==> config.mk <==
export PLATFORM = sky130hd
export DESIGN_NAME = canonical_kmer_extractor_flat
export DESIGN_NICKNAME = d
export VERILOG_FILES = /design/src/design/ckx_pkg.sv /design/src/design/ckx_if.sv /design/src/design/ckx_cfg.sv /design/src/design/ckx_kmer_core.sv /design/src/design/canonical_kmer_extractor.sv /design/src/flat_wrapper.sv
export SDC_FILE = /design/constraint.sdc
export NUM_CORES = 1
export LEC_CHECK = 0
export CORE_MARGIN = 3
export CORE_UTILIZATION = 64
export CTS_CLUSTER_SIZE = 30
export DETAILED_ROUTE_END_ITERATION = 10
export DONT_BUFFER_PORTS = 1
export PLACE_DENSITY = 0.8
export SLEW_MARGIN = 40
export SYNTH_ARGS = -nofsm -noshare
export SYNTH_HDL_FRONTEND = slang
export SYNTH_SLANG_ARGS = --single-unit
==> constraint.sdc <==
create_clock -name clock -period 7.4 [get_ports clock]
set_input_delay 0.37 -clock clock [delete_from_list [all_inputs] [get_ports clock]]
set_output_delay 0.37 -clock clock [all_outputs]
set_load 0.02 [all_outputs]
==> src/design/ckx_pkg.sv <==
// Shared types, constants and helper functions for the canonical k-mer extractor.
package ckx_pkg;

   localparam int unsigned MAX_KMER_LEN = 32;
   localparam int unsigned BASE_SLOTS   = 32;
   localparam int unsigned KMER_W       = 2 * BASE_SLOTS;
   localparam int unsigned LEN_W        = 6;
   localparam int unsigned CHAR_W       = 8;
   localparam int unsigned ID_W         = 32;

   localparam logic [LEN_W-1:0] KMER_LEN_RESET = 6'd18;
   localparam logic [1:0]       BASE_MASK      = 2'b11;

   localparam logic [1:0] CODE_A = 2'd0;
   localparam logic [1:0] CODE_C = 2'd1;
   localparam logic [1:0] CODE_G = 2'd2;
   localparam logic [1:0] CODE_T = 2'd3;

   typedef logic [KMER_W-1:0] kmer_type;

   typedef struct packed {
      logic                  valid;
      logic [1:0]            code;
   } base_code_type;

   typedef struct packed {
      logic [LEN_W-1:0]      eff_len;
      kmer_type              mask;
      logic [BASE_SLOTS-1:0] top_sel;
      logic                  clear;
   } ckx_cfg_type;

   function automatic base_code_type encode_base(logic [CHAR_W-1:0] c);
      base_code_type r;
      r.valid = 1'b1;
      case (c)
         "A", "a": r.code = CODE_A;
         "C", "c": r.code = CODE_C;
         "G", "g": r.code = CODE_G;
         "T", "t": r.code = CODE_T;
         default: begin
            r.valid = 1'b0;
            r.code  = CODE_A;
         end
      endcase
      return r;
   endfunction

   // Zero acts as one, anything past the maximum acts as the maximum.
   function automatic logic [LEN_W-1:0] clamp_len(logic [LEN_W-1:0] v);
      logic [LEN_W-1:0] k;
      k = v;
      if (k == '0)
         k = LEN_W'(1);
      else if (k > LEN_W'(MAX_KMER_LEN))
         k = LEN_W'(MAX_KMER_LEN);
      return k;
   endfunction

   function automatic kmer_type len_mask(logic [LEN_W-1:0] k);
      kmer_type m;
      for (int i = 0; i < BASE_SLOTS; i++)
         m[2*i +: 2] = (LEN_W'(i) < k) ? 2'b11 : 2'b00;
      return m;
   endfunction

   // One-hot marker of the base slot where the complement enters.
   function automatic logic [BASE_SLOTS-1:0] top_slot(logic [LEN_W-1:0] k);
      logic [BASE_SLOTS-1:0] t;
      for (int i = 0; i < BASE_SLOTS; i++)
         t[i] = (LEN_W'(i) == (k - LEN_W'(1)));
      return t;
   endfunction

endpackage

==> src/design/ckx_if.sv <==
// Channel interfaces: character requests, k-mer responses and the length register write.
interface ckx_req_if;
   logic                      valid;
   logic                      ready;
   logic [ckx_pkg::CHAR_W-1:0] base_char;
   logic                      first_of_sequence;
   logic [ckx_pkg::ID_W-1:0]  seq_id;

   modport source (output valid, output base_char, output first_of_sequence,
                   output seq_id, input ready);
   modport sink   (input valid, input base_char, input first_of_sequence,
                   input seq_id, output ready);
endinterface

interface ckx_rsp_if;
   logic                     valid;
   logic                     ready;
   logic [ckx_pkg::KMER_W-1:0] canonical_kmer;
   logic [ckx_pkg::ID_W-1:0] kmer_seq_id;

   modport source (output valid, output canonical_kmer, output kmer_seq_id, input ready);
   modport sink   (input valid, input canonical_kmer, input kmer_seq_id, output ready);
endinterface

interface ckx_csr_if;
   logic                      valid;
   logic                      ready;
   logic [ckx_pkg::LEN_W-1:0] kmer_length;

   modport source (output valid, output kmer_length, input ready);
   modport sink   (input valid, input kmer_length, output ready);
endinterface

==> src/design/ckx_cfg.sv <==
// Length register: holds the clamped k-mer length and the mask and entry slot derived from it.
module ckx_cfg (
   input  logic                 clock,
   input  logic                 reset,
   ckx_csr_if.sink              csr_chan,
   output ckx_pkg::ckx_cfg_type cfg
);
   import ckx_pkg::*;

   logic [LEN_W-1:0]      eff_len_ff, eff_len_in;
   kmer_type              mask_ff, mask_in;
   logic [BASE_SLOTS-1:0] top_sel_ff, top_sel_in;
   logic                  wr_en;

   assign csr_chan.ready = 1'b1;
   assign wr_en          = csr_chan.valid & csr_chan.ready;

   always_comb begin
      eff_len_in = eff_len_ff;
      mask_in    = mask_ff;
      top_sel_in = top_sel_ff;
      if (wr_en) begin
         eff_len_in = clamp_len(csr_chan.kmer_length);
         mask_in    = len_mask(clamp_len(csr_chan.kmer_length));
         top_sel_in = top_slot(clamp_len(csr_chan.kmer_length));
      end
   end

   always_ff @(posedge clock) begin
      if (reset) begin
         eff_len_ff <= clamp_len(KMER_LEN_RESET);
         mask_ff    <= len_mask(clamp_len(KMER_LEN_RESET));
         top_sel_ff <= top_slot(clamp_len(KMER_LEN_RESET));
      end else begin
         eff_len_ff <= eff_len_in;
         mask_ff    <= mask_in;
         top_sel_ff <= top_sel_in;
      end
   end

   assign cfg.eff_len = eff_len_ff;
   assign cfg.mask    = mask_ff;
   assign cfg.top_sel = top_sel_ff;
   assign cfg.clear   = wr_en;

`ifndef SYNTH
   a_len_range: assert property (@(posedge clock) disable iff (reset)
      eff_len_ff != '0 && eff_len_ff <= LEN_W'(MAX_KMER_LEN))
      else $error("clamped k-mer length out of range");
   a_top_onehot: assert property (@(posedge clock) disable iff (reset)
      $onehot(top_sel_ff) && (top_sel_ff == top_slot(eff_len_ff)))
      else $error("entry slot not one-hot");
`endif

endmodule

==> src/design/ckx_kmer_core.sv <==
// Forward and reverse-complement k-mer state, run counter and canonical select.
module ckx_kmer_core (
   input  logic                       clock,
   input  logic                       reset,
   input  ckx_pkg::ckx_cfg_type       cfg,
   input  logic                       step,
   input  logic [ckx_pkg::CHAR_W-1:0] base_char,
   input  logic                       first_of_sequence,
   output logic                       emit,
   output ckx_pkg::kmer_type          canonical_kmer
);
   import ckx_pkg::*;

   kmer_type         fwd_ff, fwd_in;
   kmer_type         rev_ff, rev_in;
   logic [LEN_W-1:0] run_ff, run_in;

   kmer_type         fwd_base, rev_base, rev_down, rev_shift;
   logic [LEN_W-1:0] run_base;
   base_code_type    bc;

   always_comb begin
      fwd_base = first_of_sequence ? '0 : fwd_ff;
      rev_base = first_of_sequence ? '0 : rev_ff;
      run_base = first_of_sequence ? '0 : run_ff;
      bc       = encode_base(base_char);
      rev_down = rev_base >> 2;

      // reverse register shifts toward the low end; complement enters at slot k-1
      for (int i = 0; i < BASE_SLOTS; i++) begin
         if (cfg.top_sel[i])
            rev_shift[2*i +: 2] = bc.code ^ BASE_MASK;
         else
            rev_shift[2*i +: 2] = rev_down[2*i +: 2];
      end

      if (bc.valid) begin
         fwd_in = {fwd_base[KMER_W-3:0], bc.code} & cfg.mask;
         rev_in = rev_shift & cfg.mask;
         run_in = (run_base < cfg.eff_len) ? run_base + LEN_W'(1) : cfg.eff_len;
      end else begin
         fwd_in = fwd_base;
         rev_in = rev_base;
         run_in = '0;
      end

      emit           = bc.valid && (run_in >= cfg.eff_len);
      canonical_kmer = (fwd_in < rev_in) ? fwd_in : rev_in;
   end

   always_ff @(posedge clock) begin
      if (reset || cfg.clear) begin
         fwd_ff <= '0;
         rev_ff <= '0;
         run_ff <= '0;
      end else if (step) begin
         fwd_ff <= fwd_in;
         rev_ff <= rev_in;
         run_ff <= run_in;
      end
   end

`ifndef SYNTH
   a_run_sat: assert property (@(posedge clock) disable iff (reset)
      run_ff <= cfg.eff_len)
      else $error("run count above k");
   a_fwd_masked: assert property (@(posedge clock) disable iff (reset)
      (fwd_ff & ~cfg.mask) == '0)
      else $error("forward k-mer has bits above 2k");
   a_rev_masked: assert property (@(posedge clock) disable iff (reset)
      (rev_ff & ~cfg.mask) == '0)
      else $error("reverse k-mer has bits above 2k");
`endif

endmodule

==> src/design/canonical_kmer_extractor.sv <==
// Top level: input stage, k-mer core and response register of the canonical k-mer extractor.
//
//  channel   dir  handshake          payload
//  req_chan  in   valid/ready        base_char, first_of_sequence, seq_id
//  rsp_chan  out  valid/ready        canonical_kmer, kmer_seq_id
//  csr_chan  in   valid/ready (=1)   kmer_length
//
// One character per cycle sustained unless the response stalls.
// The per-base shift, mask and 64-bit min compare sit between the input register
// and the response register. Synchronous reset clears the k-mer state and sets k to 18.
// A stalled response holds the pipe; the input register still takes a transaction
// whenever it is empty or moving on.
module canonical_kmer_extractor (
   input  logic       clock,
   input  logic       reset,
   ckx_req_if.sink    req_chan,
   ckx_rsp_if.source  rsp_chan,
   ckx_csr_if.sink    csr_chan
);
   import ckx_pkg::*;

   ckx_cfg_type       cfg;

   logic              in_valid_ff, in_valid_in;
   logic [CHAR_W-1:0] in_char_ff;
   logic              in_first_ff;
   logic [ID_W-1:0]   in_id_ff;

   logic              rsp_valid_ff, rsp_valid_in;
   kmer_type          rsp_kmer_ff;
   logic [ID_W-1:0]   rsp_id_ff;

   logic              out_free, advance, req_ready, emit;
   kmer_type          core_kmer;

   ckx_cfg u_cfg (
      .clock    (clock),
      .reset    (reset),
      .csr_chan (csr_chan),
      .cfg      (cfg)
   );

   ckx_kmer_core u_core (
      .clock             (clock),
      .reset             (reset),
      .cfg               (cfg),
      .step              (advance),
      .base_char         (in_char_ff),
      .first_of_sequence (in_first_ff),
      .emit              (emit),
      .canonical_kmer    (core_kmer)
   );

   assign out_free  = !rsp_valid_ff || rsp_chan.ready;
   assign advance   = in_valid_ff && out_free;
   assign req_ready = !in_valid_ff || advance;

   always_comb begin
      in_valid_in = in_valid_ff;
      if (req_ready)
         in_valid_in = req_chan.valid;
      rsp_valid_in = rsp_valid_ff;
      if (out_free)
         rsp_valid_in = advance && emit;
   end

   always_ff @(posedge clock) begin
      if (reset) begin
         in_valid_ff  <= 1'b0;
         rsp_valid_ff <= 1'b0;
      end else begin
         in_valid_ff  <= in_valid_in;
         rsp_valid_ff <= rsp_valid_in;
      end
   end

   always_ff @(posedge clock) begin
      if (req_ready && req_chan.valid) begin
         in_char_ff  <= req_chan.base_char;
         in_first_ff <= req_chan.first_of_sequence;
         in_id_ff    <= req_chan.seq_id;
      end
      if (advance && emit) begin
         rsp_kmer_ff <= core_kmer;
         rsp_id_ff   <= in_id_ff;
      end
   end

   assign req_chan.ready          = req_ready;
   assign rsp_chan.valid          = rsp_valid_ff;
   assign rsp_chan.canonical_kmer = rsp_kmer_ff;
   assign rsp_chan.kmer_seq_id    = rsp_id_ff;

`ifndef SYNTH
   a_rsp_from_core: assert property (@(posedge clock) disable iff (reset)
      $rose(rsp_valid_ff) |-> $past(advance && emit))
      else $error("response raised without a completed k-mer");
   a_in_hold: assert property (@(posedge clock) disable iff (reset)
      (in_valid_ff && !out_free) |=> (in_valid_ff && $stable(in_id_ff)))
      else $error("stalled input transaction lost");
   a_no_step_when_full: assert property (@(posedge clock) disable iff (reset)
      (rsp_valid_ff && !rsp_chan.ready) |-> !advance)
      else $error("core stepped while response stalled");
`endif

endmodule

==> src/flat_wrapper.sv <==
// flat-port wrapper written by rule: the top's interface ports become plain ports
module canonical_kmer_extractor_flat import ckx_pkg::*;
  (clock, reset, req_chan_valid, req_chan_base_char, req_chan_first_of_sequence, req_chan_seq_id, req_chan_ready, rsp_chan_valid, rsp_chan_canonical_kmer, rsp_chan_kmer_seq_id, rsp_chan_ready, csr_chan_valid, csr_chan_kmer_length, csr_chan_ready);
  ckx_req_if req_chan_i ();
  ckx_rsp_if rsp_chan_i ();
  ckx_csr_if csr_chan_i ();
  input  logic clock;
  input  logic reset;
  input wire logic [$bits(req_chan_i.valid)-1:0] req_chan_valid;
  input wire logic [$bits(req_chan_i.base_char)-1:0] req_chan_base_char;
  input wire logic [$bits(req_chan_i.first_of_sequence)-1:0] req_chan_first_of_sequence;
  input wire logic [$bits(req_chan_i.seq_id)-1:0] req_chan_seq_id;
  output wire logic [$bits(req_chan_i.ready)-1:0] req_chan_ready;
  output wire logic [$bits(rsp_chan_i.valid)-1:0] rsp_chan_valid;
  output wire logic [$bits(rsp_chan_i.canonical_kmer)-1:0] rsp_chan_canonical_kmer;
  output wire logic [$bits(rsp_chan_i.kmer_seq_id)-1:0] rsp_chan_kmer_seq_id;
  input wire logic [$bits(rsp_chan_i.ready)-1:0] rsp_chan_ready;
  input wire logic [$bits(csr_chan_i.valid)-1:0] csr_chan_valid;
  input wire logic [$bits(csr_chan_i.kmer_length)-1:0] csr_chan_kmer_length;
  output wire logic [$bits(csr_chan_i.ready)-1:0] csr_chan_ready;
  assign req_chan_i.valid = req_chan_valid;
  assign req_chan_i.base_char = req_chan_base_char;
  assign req_chan_i.first_of_sequence = req_chan_first_of_sequence;
  assign req_chan_i.seq_id = req_chan_seq_id;
  assign req_chan_ready = req_chan_i.ready;
  assign rsp_chan_valid = rsp_chan_i.valid;
  assign rsp_chan_canonical_kmer = rsp_chan_i.canonical_kmer;
  assign rsp_chan_kmer_seq_id = rsp_chan_i.kmer_seq_id;
  assign rsp_chan_i.ready = rsp_chan_ready;
  assign csr_chan_i.valid = csr_chan_valid;
  assign csr_chan_i.kmer_length = csr_chan_kmer_length;
  assign csr_chan_ready = csr_chan_i.ready;
  canonical_kmer_extractor u_core (.clock(clock), .reset(reset), .req_chan(req_chan_i), .rsp_chan(rsp_chan_i), .csr_chan(csr_chan_i));
endmodule
======== After elaboration in Yosys (flattened, before gate mapping) ========
Cells that the tools add are included.
storage, ports and cells
  register bits after elaboration ......... 375
  input port bits ......................... 52
  output and inout port bits .............. 99
  logic and storage cells ................. 185
operators by class
  add/sub/neg operators ................... 2
  order comparisons ....................... 36
  equal/unequal tests ..................... 39
  muxes and demuxes ....................... 77
  bitwise operators ....................... 3
  reductions and logical operators ........ 15
operators with widths
  cell                 number
  $mux 64              5
  $and 64x64->64       2
  $mux 2               64
  $eq 5x6->1 const A   16
  $lt 5x6->1 const A   16
  $eq 8x7->1 const B   8
  $lt 64x64->1         1
  $eq 4x6->1 const A   8
  $lt 4x6->1 const A   8
  $mux 6               6
  $eq 3x6->1 const A   4
  $lt 3x6->1 const A   4
  $eq 2x6->1 const A   2
  $logic_not 6->1      2
  $lt 1x6->1 const A   2
  $lt 2x6->1 const A   2
  $reduce_or 8->1      1
  $add 6x1->6 const B  1
  $eq 1x6->1 const A   1
  $ge 6x6->1           1
  $gt 6x6->1 const B   1
  $lt 6x6->1           1
  $pmux 2 s3           1
  $reduce_or 2->1      3
  other kinds (6)      12

======== Logic depth before layout (Yosys ltp) ========
Gate-level depths: netlist (run 1).
  word-level depth ........................ 9
  mapped depth ............................ 21
  mapped depth without buffers ............ 17

======== By module ========
Synthesis (run 1) repeated with hierarchy kept, for this count alone.
unflattened totals
  cell total of the unflattened synthesis .. 1844
  area, all modules ....................... 17413.0 um2
by module, submodules not included
  module                    times used  cells each  area each (um2)  seq. area each (um2)
  ckx_kmer_core             1           1347        10239.8          2682.6
  canonical_kmer_extractor  1           148         4216.5           4154.0
  ckx_cfg                   1           349         2956.6           1381.3

======== Worst setup path before layout (run 1) ========
OpenSTA, ideal clock, no wires.
  path type ............................... reg-to-reg
  from .................................... reg u_core.in_first_ff
  to ...................................... reg u_core.rsp_kmer_ff[0], in the netlist u_core.rsp_chan.canonical_kmer[0], enable pin
  library setup time ...................... 0.466 ns
  data arrival time ....................... 5.751 ns
  required time ........................... 6.934 ns
  path slack .............................. 1.183 ns
  cell stages (with the launch flop) ...... 20
  buffers on the path ..................... 4
  period minus slack after synthesis ...... 6.217 ns
  path through ............................ edfxtp_1 -> buf_2 -> clkbuf_1 -> buf_1 -> clkbuf_1 -> nor2b_1 -> ha_1 -> o21a_1 -> o21a_1 -> o21ai_0 -> a21oi_2 -> mux2i_1 -> nor2_1 -> ha_1 -> a21o_1 -> a21o_1 -> a21o_1 -> a21o_1 -> a21o_1 -> and3_1
between the ends
  longest elaborated chain between the ends .. 7
  elaborated cells on any way between the ends .. 8
  classes of those cells .................. 1 x add/sub; 2 x order compare; 3 x mux; 2 x reduce/logical
RTL lines
  item                                       RTL line                        RTL
  start, declared                            canonical_kmer_extractor.sv:26  logic in_first_ff;
  start signal, assigned                     canonical_kmer_extractor.sv:80  in_first_ff <= req_chan.first_of_sequence;
  $mux 6 *                                   ckx_kmer_core.sv:25             run_base = first_of_sequence ? '0 : run_ff;
  $add 6x1->6 or $lt 6x6->1 (tied branches)  ckx_kmer_core.sv:40             run_in = (run_base < cfg.eff_len) ? run_base + LEN_W'(1) : cfg.eff_len;
  $mux 6 *                                   ckx_kmer_core.sv:40
  $mux 6 *                                   ckx_kmer_core.sv:37             if (bc.valid) begin
  net u_core.u_core.run_in[1]                ckx_kmer_core.sv:16             logic [LEN_W-1:0] run_ff, run_in;
  $ge 6x6->1 *                               ckx_kmer_core.sv:47             emit = bc.valid && (run_in >= cfg.eff_len);
  $logic_and 1x1->1 *                        ckx_kmer_core.sv:47
  $logic_and 1x1->1 *                        canonical_kmer_extractor.sv:83  if (advance && emit) begin
  end signal, assigned                       canonical_kmer_extractor.sv:84  rsp_kmer_ff <= core_kmer;
  end, declared                              canonical_kmer_extractor.sv:30  kmer_type rsp_kmer_ff;
Mark *: on every way through the listed nets, which the timed path passes. The rest lies on a longest branch.
A chain may end at the register's enable or synchronous reset.

======== Worst setup path in the final report (run 1) ========
  from .................................... reg u_core.in_char_ff[2]
  to ...................................... reg u_core.rsp_kmer_ff[20], in the netlist u_core.rsp_chan.canonical_kmer[20], data pin
between the ends
  elaborated cells on any way between the ends .. 53
  classes of those cells .................. 1 x order compare; 8 x eq/ne; 37 x mux; 3 x bitwise; 4 x reduce/logical
RTL lines
  item                                RTL line                        RTL
  start, declared                     canonical_kmer_extractor.sv:25  logic [CHAR_W-1:0] in_char_ff;
  start signal, assigned              canonical_kmer_extractor.sv:79  in_char_ff <= req_chan.base_char;
  $eq 8x7->1                          ckx_pkg.sv:36                   case (c)
  $reduce_or 8->1 (no source line) *  -
  $mux 1 *                            ckx_pkg.sv:36
  $mux 64 *                           ckx_kmer_core.sv:37
  net u_core.u_core.fwd_in[33]        ckx_kmer_core.sv:14             kmer_type fwd_ff, fwd_in;
  $lt 64x64->1 *                      ckx_kmer_core.sv:48             canonical_kmer = (fwd_in < rev_in) ? fwd_in : rev_in;
  $mux 64 *                           ckx_kmer_core.sv:48
  net u_core.core_kmer[20]            canonical_kmer_extractor.sv:34  kmer_type core_kmer;
Marks and branches as above.

==> metrics.cfg, run 1 <==
[clocking]
ctsResizeCount = 0
cts-root-buf = clkbuf_16
clock-sinks = 341
clockBufferDepth = 3
clock_latency_ns = 0.53
htree_levels = 2
cts_tree = done
clkTransAtPathRegs_ns = 0.06
cts_buffers = 37
post-cts-setup-buffers = 0
cts_hold_buf = 43

[logic_synthesis]
synth_ff_type = dfxtp_1
synthSimpleGateAreaFrac_pct = 18.1
synth_adder_area_share_pct = 5.65
synth.distinct_cells = 60
yosys_register_bits = 341
syn_area_um2 = 16600
synth_edf_count = 136
ys_top_cells_by_area = dfxtp_1 25%, edfxtp_1 25%, nand2_1 7.6%, ha_1 5.7%, a21oi_1 5.4%
synth_top_family_by_area = simple AND/OR/NAND/NOR gates
syn_area_per_cell_um2 = 9.00
yosysWarningCount = 0
synth_top_area_share_pct = 24.7
synthMuxAreaShare_pct = 4.04
synth_cells = 1843
yosys.area.top_type = dfxtp_1
synthArstFlopShare_pct = 0
synth_compound_area_share_pct = 17.7
synth-xor-area-share_pct = 0.211
synth_most_common_cell = nand2_1
syn_nets = 1970
synthTopCellsByCount = 335 x nand2_1, 205 x dfxtp_1, 180 x a21oi_1
ys_seq_area_share_pct = 49.3

[sta]
rsz0062_at_grt = false
fmax_ghz = 0.191
worst_pin_slew_ns = 0.851
relSlewSlack_pct = 43.3
finalCritPeriodShare_pct = 70.8
hold_ws_ns = 0.0203
setup_viol = 0
drv_slew = 0
tns_ns = 0
final-hold-violation-count = 0
min_period_ns = 5.24
skew_ns = 0.0185

[placed_design]
gp_congestion = 0.938
post_dp_cell_area_um2 = 16700
io_buffers = 0
hpwlAfterDp_um = 26100

[power]
max-vdd-ir-drop_mv = 0.240
finalPower_uw = 4210
leakagePower_uw = 0.00673
power_density_nw_per_um2 = 229

[outcome]
outcome = completed

[critical_path]
rr_endpoint = u_core.rsp_chan.canonical_kmer[20]$_DFFE_PP_
path_class = register to register
start_kind = register
r2r-start = u_core.in_char_ff[2]$_DFFE_PP_
required_ns = 7.75
r2r_slack_ns = 2.16
reg2reg_depth = 15
critPathMaxFanout = 64
crit_start = u_core.in_char_ff[2]$_DFFE_PP_
setup.worst_path.end_class = register
crit_arrival_ns = 5.59
endpoint = u_core.rsp_chan.canonical_kmer[20]$_DFFE_PP_

[floorplanning]
initial_core_util_pct = 65.5
die_x_um = 167
ios = 151
die_h_um = 167
die-area_um2 = 27900
row_count = 58
coreArea_um2 = 25300

[final_layout]
num_antenna_cells = 0
area_growth_pct = 10.8
final_area_um2 = 18400
fillers = 1853
drive_gt1_share_pct = 5.38
final_core_util_pct = 72.6
fin_nets = 1958

[grt]
grt_max_degree = 100
grt_overflow_total = 0
antenna_found_initial = 0
grt.total_usage_pct = 28.6
grt_pass1_wl_um = 66800
grt_pass1_vias = 12900

[worst_hold_path]
min_path_type = primary input to register

[drt]
vias = 13400
wl_per_cell_um = 18.5
wl_um = 40400
drc = 0
drtPass1Iterations = 8
drtIter0Drc = 1402
ant_nets = 0
viasPerCell = 6.13

[run]
cap_violations = 0

[worst min-delay path by stage]
stage	end	slack (ns)	from	cells after the start
finish	u_core.u_cfg.top_sel_ff[2]$_SDFFE_PP0P_	0.02	csr_chan_valid	2
CTS	u_core.u_cfg.mask_ff[23]$_SDFFE_PP1P_	0.001	csr_chan_valid	2
global route	u_core.u_cfg.mask_ff[25]$_SDFFE_PP1P_	0.01	csr_chan_valid	2
detailed placement	u_core.rsp_chan.kmer_seq_id[0]$_DFFE_PP_	0.40	u_core.in_id_ff[0]$_DFFE_PP_	0
global placement	u_core.rsp_chan.kmer_seq_id[8]$_DFFE_PP_	0.40	u_core.in_id_ff[8]$_DFFE_PP_	0
floorplan	u_core.rsp_chan.kmer_seq_id[0]$_DFFE_PP_	0.40	u_core.in_id_ff[0]$_DFFE_PP_	0
[flip-flops by register name, indices dropped and copies added, names as in the netlist]
register and count:
u_core.u_core.run_ff 6, u_core.u_core.rev_ff 64, u_core.in_valid_ff 1, u_core.u_core.fwd_ff 64, u_core.u_cfg.top_sel_ff 32, u_core.u_cfg.mask_ff 32
u_core.rsp_chan.kmer_seq_id 32, u_core.rsp_chan.canonical_kmer 64, u_core.in_first_ff 1, u_core.in_char_ff 7, u_core.u_cfg.eff_len_ff 5, u_core.in_id_ff 32
u_core.rsp_chan.valid 1
[report_power, final]
| part | switching (uW) | internal, uW |
|---|---|---|
| clock | 748 | 1150 |
| combinational | 185 | 105 |
| sequential | 33.2 | 1990 |
[critical path, cell delays in order (launching register included)]
cell	delay (ns)
edfxtp_1	0.43
nor2b_1	0.17
o21ai_2	0.31
and2_4	0.47
buf_4	0.46
nand3_1	0.14
a21oi_1	0.26
ha_1	0.29
a211oi_1	0.23
o21ai_0	0.16
a31o_2	0.29
a311oi_1	0.47
nand4_1	0.24
a211oi_4	0.33
buf_12	0.41
mux2i_1	0.30
[layout by cell type (no fill, tap or decap), types with 5 or more instances in the layout]
master	count
or2_2	5
nand2b_1	47
edfxtp_1	136
a211oi_1	73
a22oi_1	25
a31oi_1	30
a21oi_1	180
nand2_1	333
nand4_1	16
nor2_1	148
inv_1	74
clkbuf_16	37
mux2i_1	67
ha_1	75
nor3b_1	6
clkbuf_1	7
a22o_1	18
o21ai_1	16
o211ai_1	5
nor2b_1	15
a32o_1	8
o22a_1	5
o21ai_0	77
dlygate4sd3_1	42
bufinv_16	6
dfxtp_1	205
a21o_1	10
nor3_1	12
o21a_1	5
buf_4	15
nand3_1	88
[area by class of cell]
type | count | area [um2] | area share (%)
Sequential cell | 341 | 8190 | 44.5
Clock inverter | 20 | 268 | 1.46
Multi-Input combinational cell | 1314 | 7630 | 41.5
Inverter | 74 | 278 | 1.51
Timing Repair Buffer | 63 | 629 | 3.42
Clock buffer | 46 | 980 | 5.33
Tap cell | 330 | 413 | 2.25
[through the flow]
step                std cells  worst slack, ns
global placement         2076             1.92
finish                   2188             2.16
detailed placement       2078             2.30
floorplan                1843             1.18
global route             2188             1.87
CTS                      2187             2.23
[routing by layer]
layer  part of all wire [%]  global-route usage, %
met1                     43                   38.7
met2                     48                   47.4
met3                    6.8                   4.53
met4                    2.8                   8.90
met5                      0                      0
[logic make-up (layout without fill, tap and decap cells)]
kind of cell,count (synthesis),in the layout
multiplexers,67,67
flip-flops,341,341
adder cells (fa/ha/maj),75,75
AO/OA/AOI/OAI,478,478
AND/OR/NAND/NOR,689,689
XOR/XNOR,4,4
other,1,1
buffers and inverters,188,203
Note: power is estimated with default switching activity, not from simulation.
==> run 2: changes to the inputs <==
Settings changed: CORE_UTILIZATION 64 to 58, PLACE_DENSITY 0.8 to 0.76.
Clock period 7.4 ns to 4.8 ns, I/O delays scaled along.
==> metrics.cfg, run 2 (synthesis results as in run 1) <==
[outcome]
outcome = completed  ; unchanged

[critical_path]
setup.worst_path.end_class = register  ; unchanged
crit_arrival_ns = 4.91  ; was 5.59 ns
path_class = register to register  ; unchanged
critPathMaxFanout = 24  ; was 64
start_kind = register  ; unchanged
required_ns = 5.16  ; was 7.75 ns

[power]
power_density_nw_per_um2 = 338  ; was 229 nW/um2
p_clk_share_pct = 43.1  ; was 45.2%
netSwitchingFraction_pct = 23.6  ; was 22.9%
max-vdd-ir-drop_mv = 0.224  ; was 0.240 mV
pwr-share-comb_pct = 7.9  ; was 6.9%
p_seq_share_pct = 49.0  ; was 47.9%
leakagePower_uw = 0.00695  ; was 0.00673 uW
p_int_uw = 4860  ; was 3250 uW
finalPower_uw = 6360  ; was 4210 uW
p_switching_uw = 1500  ; was 966 uW

[floorplanning]
die_x_um = 175  ; was 167 um
coreArea_um2 = 28000  ; was 25,300 um2
die_h_um = 175  ; was 167 um
initial_core_util_pct = 59.2  ; was 65.5%
die-area_um2 = 30700  ; was 27,900 um2
row_count = 61  ; was 58
ios = 151  ; unchanged

[final_layout]
num_antenna_cells = 0  ; unchanged
fillers = 2186  ; was 1,853
drive_gt1_share_pct = 7.51  ; was 5.38%
area_growth_pct = 13.4  ; was 10.8%
instances_no_fill = 2282  ; was 2,188
final_cell_mix = 333 x nand2_1, 205 x dfxtp_1, 180 x a21oi_1  ; unchanged
seq_area_um2 = 8190  ; unchanged
final_common_cell = nand2_1  ; unchanged
fin_nets = 2003  ; was 1,958
multi_input_area_um2 = 7670  ; was 7630 um2
final_area_um2 = 18800  ; was 18,400 um2

[placed_design]
dp.cells = 2164  ; was 2,078
post_dp_cell_area_um2 = 17100  ; was 16,700 um2
gp_congestion = 0.927  ; was 0.938
hpwlAfterDp_um = 28100  ; was 26,100 um
io_buffers = 0  ; unchanged
place_ws_ns = 0.255  ; was 2.30 ns

[run]
cap_violations = 0  ; unchanged

[clocking]
cts_tree = done  ; unchanged
clock_latency_ns = 0.53  ; about the same
cts-root-buf = clkbuf_16  ; unchanged
clock-sinks = 341  ; unchanged
cts_buffers = 36  ; was 37
clkTransAtPathRegs_ns = 0.06  ; about the same
htree_levels = 2  ; unchanged
clockBufferDepth = 3  ; unchanged

[sta]
min_period_ns = 4.54  ; was 5.24 ns
worst_pin_slew_ns = 0.870  ; was 0.851 ns
relSlewSlack_pct = 42.0  ; was 43.3%
finalCritPeriodShare_pct = 94.7  ; was 70.8%
hold_ws_ns = 0.0176  ; was 0.0203 ns
timing.final.ws_setup_ns = 0.255  ; was 2.16 ns
skew_ns = 0.0184  ; was 0.0185 ns
final-hold-violation-count = 0  ; unchanged
drv_slew = 0  ; unchanged
setup_viol = 0  ; unchanged
fmax_ghz = 0.220  ; was 0.191 GHz

[drt]
wl_per_cell_um = 18.9  ; was 18.5 um
ant_nets = 0  ; unchanged
drc = 0  ; unchanged
drtIter0Drc = 1416  ; was 1,402
vias = 13800  ; was 13,400
wl_um = 43100  ; was 40,400 um
viasPerCell = 6.06  ; was 6.13
drtPass1Iterations = 6  ; was 8

[grt]
antenna_found_initial = 1  ; was 0
grt_pass1_wl_um = 68500  ; was 66,800 um
grt_max_degree = 83  ; was 100
grt.total_usage_pct = 27.2  ; was 28.6%
grt_overflow_total = 0  ; unchanged
grt_pass1_vias = 13300  ; was 12,900

[worst_hold_path]
min_path_type = primary input to register  ; unchanged

==> run 2: cell types whose count changed in the layout (fill, tap and decap cells not counted), moves of 2 or more <==
| cell | previous run | this run |
|---|---|---|
| buf_12 | 4 | 8 |
| buf_4 | 15 | 51 |
| bufinv_16 | 6 | 2 |
| clkbuf_16 | 37 | 39 |
| clkinv_1 | 4 | 6 |
| dlygate4sd3_1 | 42 | 46 |
| nor3_1 | 12 | 10 |
| nor3_2 | 2 | 4 |
==> run 2: repair_timing <==
action                                 4_1_cts  5_1_grt
endpoints found under the hold margin       78        0
setup endpoints to repair                    0       64
setup buffers                                0        2
gates resized for setup                      0        5
hold buffers                                48        0
==> run 2: layout make-up <==
class                           instances  share of cell area (%)
Clock inverter                         17                   0.751
Timing Repair Buffer                  108                    5.57
Clock buffer                           49                    5.43
Sequential cell                       341                    43.5
Inverter                               74                    1.48
Tap cell                              378                    2.51
Multi-Input combinational cell       1315                    40.8
==> run 2: worst paths after layout <==
path	start	to	slack [ns]	depth (start not counted)
max	u_core.in_char_ff[4]$_DFFE_PP_	u_core.rsp_chan.canonical_kmer[36]$_DFFE_PP_	0.26	18
min	csr_chan_kmer_length[1]	u_core.u_cfg.mask_ff[11]$_SDFFE_PP1P_	0.02	3
max reg2reg	u_core.in_char_ff[4]$_DFFE_PP_	u_core.rsp_chan.canonical_kmer[36]$_DFFE_PP_	0.26	18
min reg2reg	u_core.in_id_ff[29]$_DFFE_PP_	u_core.rsp_chan.kmer_seq_id[29]$_DFFE_PP_	0.41	0
==> run 2: power groups by stage <==
| stage | Sequential, uW | Combinational (uW) | Clock [uW] |
|---|---|---|---|
| global placement | 3170 | 424 | 0 |
| global route | 3120 | 539 | 2900 |
| detailed placement | 3170 | 432 | 0 |
| CTS | 3110 | 475 | 2790 |
| floorplan | 3160 | 362 | 0 |
| finish | 3110 | 501 | 2740 |
==> run 2: stage by stage <==
step           util [%]  TNS, ns
2_1_floorplan         -        0
3_3_place_gp       60.9        0
3_5_place_dp       61.0        0
4_1_cts            66.9        0
5_1_grt            67.2  -0.0527
6_report           67.2        0
==> run 2: layer usage <==
metal / vias to the layer above / global-route usage, % / share of wire, %
met3: 91 / 4.85 / 7.4
met4: 2 / 11.0 / 3.2
li1: 6623 / - / -
met2: 584 / 44.2 / 47
met5: - / 0 / 0.028
met1: 6531 / 36.3 / 42
==> run 2: critical path, cell delays in order, from the launching register on <==
cell       delay [ns]
edfxtp_1         0.46
nand2b_1         0.22
o21ai_4          0.21
and2_4           0.39
buf_12           0.21
nand3_1          0.09
a21oi_1          0.33
ha_1             0.33
a211oi_1         0.21
o21ai_0          0.13
a31oi_1          0.18
o22ai_1          0.10
nor2_1           0.15
buf_4            0.15
nand4_1          0.17
a211oi_4         0.41
buf_4            0.22
clkbuf_16        0.20
mux2i_1          0.22
==> run 3: changes to the inputs <==
Settings changed: RECOVER_POWER set to 25.
==> metrics.cfg, run 3 (synthesis results as in run 1) <==
[run]
cap_violations = 0  ; unchanged

[placed_design]
hpwlAfterDp_um = 28100  ; unchanged
io_buffers = 0  ; unchanged
place_ws_ns = 0.255  ; unchanged
gp_congestion = 0.927  ; unchanged

[clocking]
cts_buffers = 36  ; unchanged
cts-root-buf = clkbuf_16  ; unchanged
clock_latency_ns = 0.53  ; about the same
cts_tree = done  ; unchanged
clockBufferDepth = 3  ; unchanged
clkTransAtPathRegs_ns = 0.06  ; about the same
clock-sinks = 341  ; unchanged
htree_levels = 2  ; unchanged

[sta]
fmax_ghz = 0.219  ; was 0.220 GHz
worst_pin_slew_ns = 0.876  ; was 0.870 ns
hold_ws_ns = 0.0180  ; was 0.0176 ns
final-hold-violation-count = 0  ; unchanged
min_period_ns = 4.57  ; was 4.54 ns
timing.final.ws_setup_ns = 0.228  ; was 0.255 ns
setup_viol = 0  ; unchanged
finalCritPeriodShare_pct = 95.3  ; was 94.7%
drv_slew = 0  ; unchanged
relSlewSlack_pct = 41.4  ; was 42.0%
skew_ns = 0.0184  ; about the same

[grt]
grt_max_degree = 83  ; unchanged
grt.total_usage_pct = 27.2  ; unchanged
grt_overflow_total = 0  ; unchanged
grt_pass1_wl_um = 68500  ; unchanged
grt_pass1_vias = 13300  ; unchanged
antenna_found_initial = 1  ; unchanged

[drt]
wl_um = 43200  ; was 43,100 um
vias = 13800  ; about the same
wl_per_cell_um = 18.9  ; about the same
ant_nets = 0  ; unchanged
viasPerCell = 6.06  ; about the same
drtPass1Iterations = 6  ; unchanged
drtIter0Drc = 1401  ; was 1,416
drc = 0  ; unchanged

[critical_path]
reg2reg_depth = 17  ; was 18
cpPeakStageDelay_ns = 0.46  ; about the same
critPathMaxFanout = 32  ; was 24
required_ns = 5.16  ; about the same
setup.worst_path.end_class = register  ; unchanged
crit_cells = 17  ; was 18
cp_slowest_cell = edfxtp_1  ; unchanged
crit_arrival_ns = 4.93  ; was 4.91 ns
worstPathCellList = nand2b_1 > o21ai_4 > and2_4 > buf_12 > nand3_1 > a21oi_1 > ha_1 > a21o_1 > a21oi_1 > o211ai_1 > nor2_1 > buf_4 > nand4_1 > a211oi_4 > buf_4 > clkbuf_16 > mux2i_1  ; was nand2b_1 > o21ai_4 > and2_4 > buf_12 > nand3_1 > a21oi_1 > ha_1 > a211oi_1 > o21ai_0 > a31oi_1 > o22ai_1 > nor2_1 > buf_4 > nand4_1 > a211oi_4 > buf_4 > clkbuf_16 > mux2i_1
path_class = register to register  ; unchanged
crit_buf_inv = 4  ; unchanged
start_kind = register  ; unchanged
critical_path.top_delay_family = compound AO/OA/AOI/OAI gates  ; unchanged

[floorplanning]
die_x_um = 175  ; unchanged
coreArea_um2 = 28000  ; unchanged
initial_core_util_pct = 59.2  ; unchanged
die_h_um = 175  ; unchanged
row_count = 61  ; unchanged
die-area_um2 = 30700  ; unchanged
ios = 151  ; unchanged

[outcome]
outcome = completed  ; unchanged

[final_layout]
drive_gt1_share_pct = 7.46  ; was 7.51%
area_growth_pct = 13.4  ; about the same
final_common_cell = nand2_1  ; unchanged
final_core_util_pct = 67.2  ; about the same
num_antenna_cells = 0  ; unchanged
fin_nets = 2003  ; unchanged
final_cell_mix = 333 x nand2_1, 205 x dfxtp_1, 180 x a21oi_1  ; unchanged

[worst_hold_path]
hold_depth = 3  ; unchanged
min_path_type = primary input to register  ; unchanged

[power]
power_density_nw_per_um2 = 338  ; about the same
max-vdd-ir-drop_mv = 0.226  ; was 0.224 mV
leakagePower_uw = 0.00695  ; about the same

[run 3: cell counts in the layout (fill, tap and decap cells not counted)]
Identical to the previous run, type by type.
[run 3: area by class of cell]
type,count,area [um2]
flip-flops and latches,341,8190
clock buffers,49,1020
clock inverters,17,141
well taps,378,473
inverters,74,278
repair buffers,108,1050
fillers,2187,9190
multi-input cells,1315,7670
[run 3: metrics by stage]
stage	cells	total power [uW]	instance area, um2	TNS, ns
floorplan	1843	3520	16600	0
global placement	2164	3590	17100	0
detailed placement	2164	3610	17100	0
CTS	2278	6370	18700	0
global route	2282	6560	18800	-0.0527
finish	2282	6360	18800	0
[run 3: final timing paths]
check / startpoint / endpoint / slack (ns)
worst max-delay path: u_core.in_char_ff[4]$_DFFE_PP_ / u_core.rsp_chan.canonical_kmer[36]$_DFFE_PP_ / 0.23
worst min-delay path: csr_chan_kmer_length[1] / u_core.u_cfg.mask_ff[11]$_SDFFE_PP1P_ / 0.02
worst max register to register: u_core.in_char_ff[4]$_DFFE_PP_ / u_core.rsp_chan.canonical_kmer[36]$_DFFE_PP_ / 0.23
worst min register to register: u_core.in_id_ff[29]$_DFFE_PP_ / u_core.rsp_chan.kmer_seq_id[29]$_DFFE_PP_ / 0.41
[run 3: timing repair]
| item | in CTS | in global routing |
|---|---|---|
| hold buffers | 48 | 0 |
| resized for setup | 0 | 5 |
| hold endpoints to repair | 78 | 0 |
| buffers inserted | 0 | 2 |
| endpoints found under the setup margin | 0 | 64 |
[run 3: metal layers]
metal	vias to the layer above	wire length, um	GRT usage (%)
met1	6523	18200	36.3
met2	586	20200	44.2
met5	-	12	0
met3	102	3290	4.85
met4	2	1440	11.0
li1	6624	-	-
[run 3: where the power goes]
| part | internal (uW) | switching, uW | leakage, uW |
|---|---|---|---|
| clock | 1610 | 1130 | 0.000566 |
| sequential | 3060 | 53.1 | 0.00307 |
| combinational | 190 | 312 | 0.00331 |
[run 3: worst min-delay path: stages]
cell and delay (ns):
a21oi_1 0.04, a21oi_1 0.12, or2_2 0.10
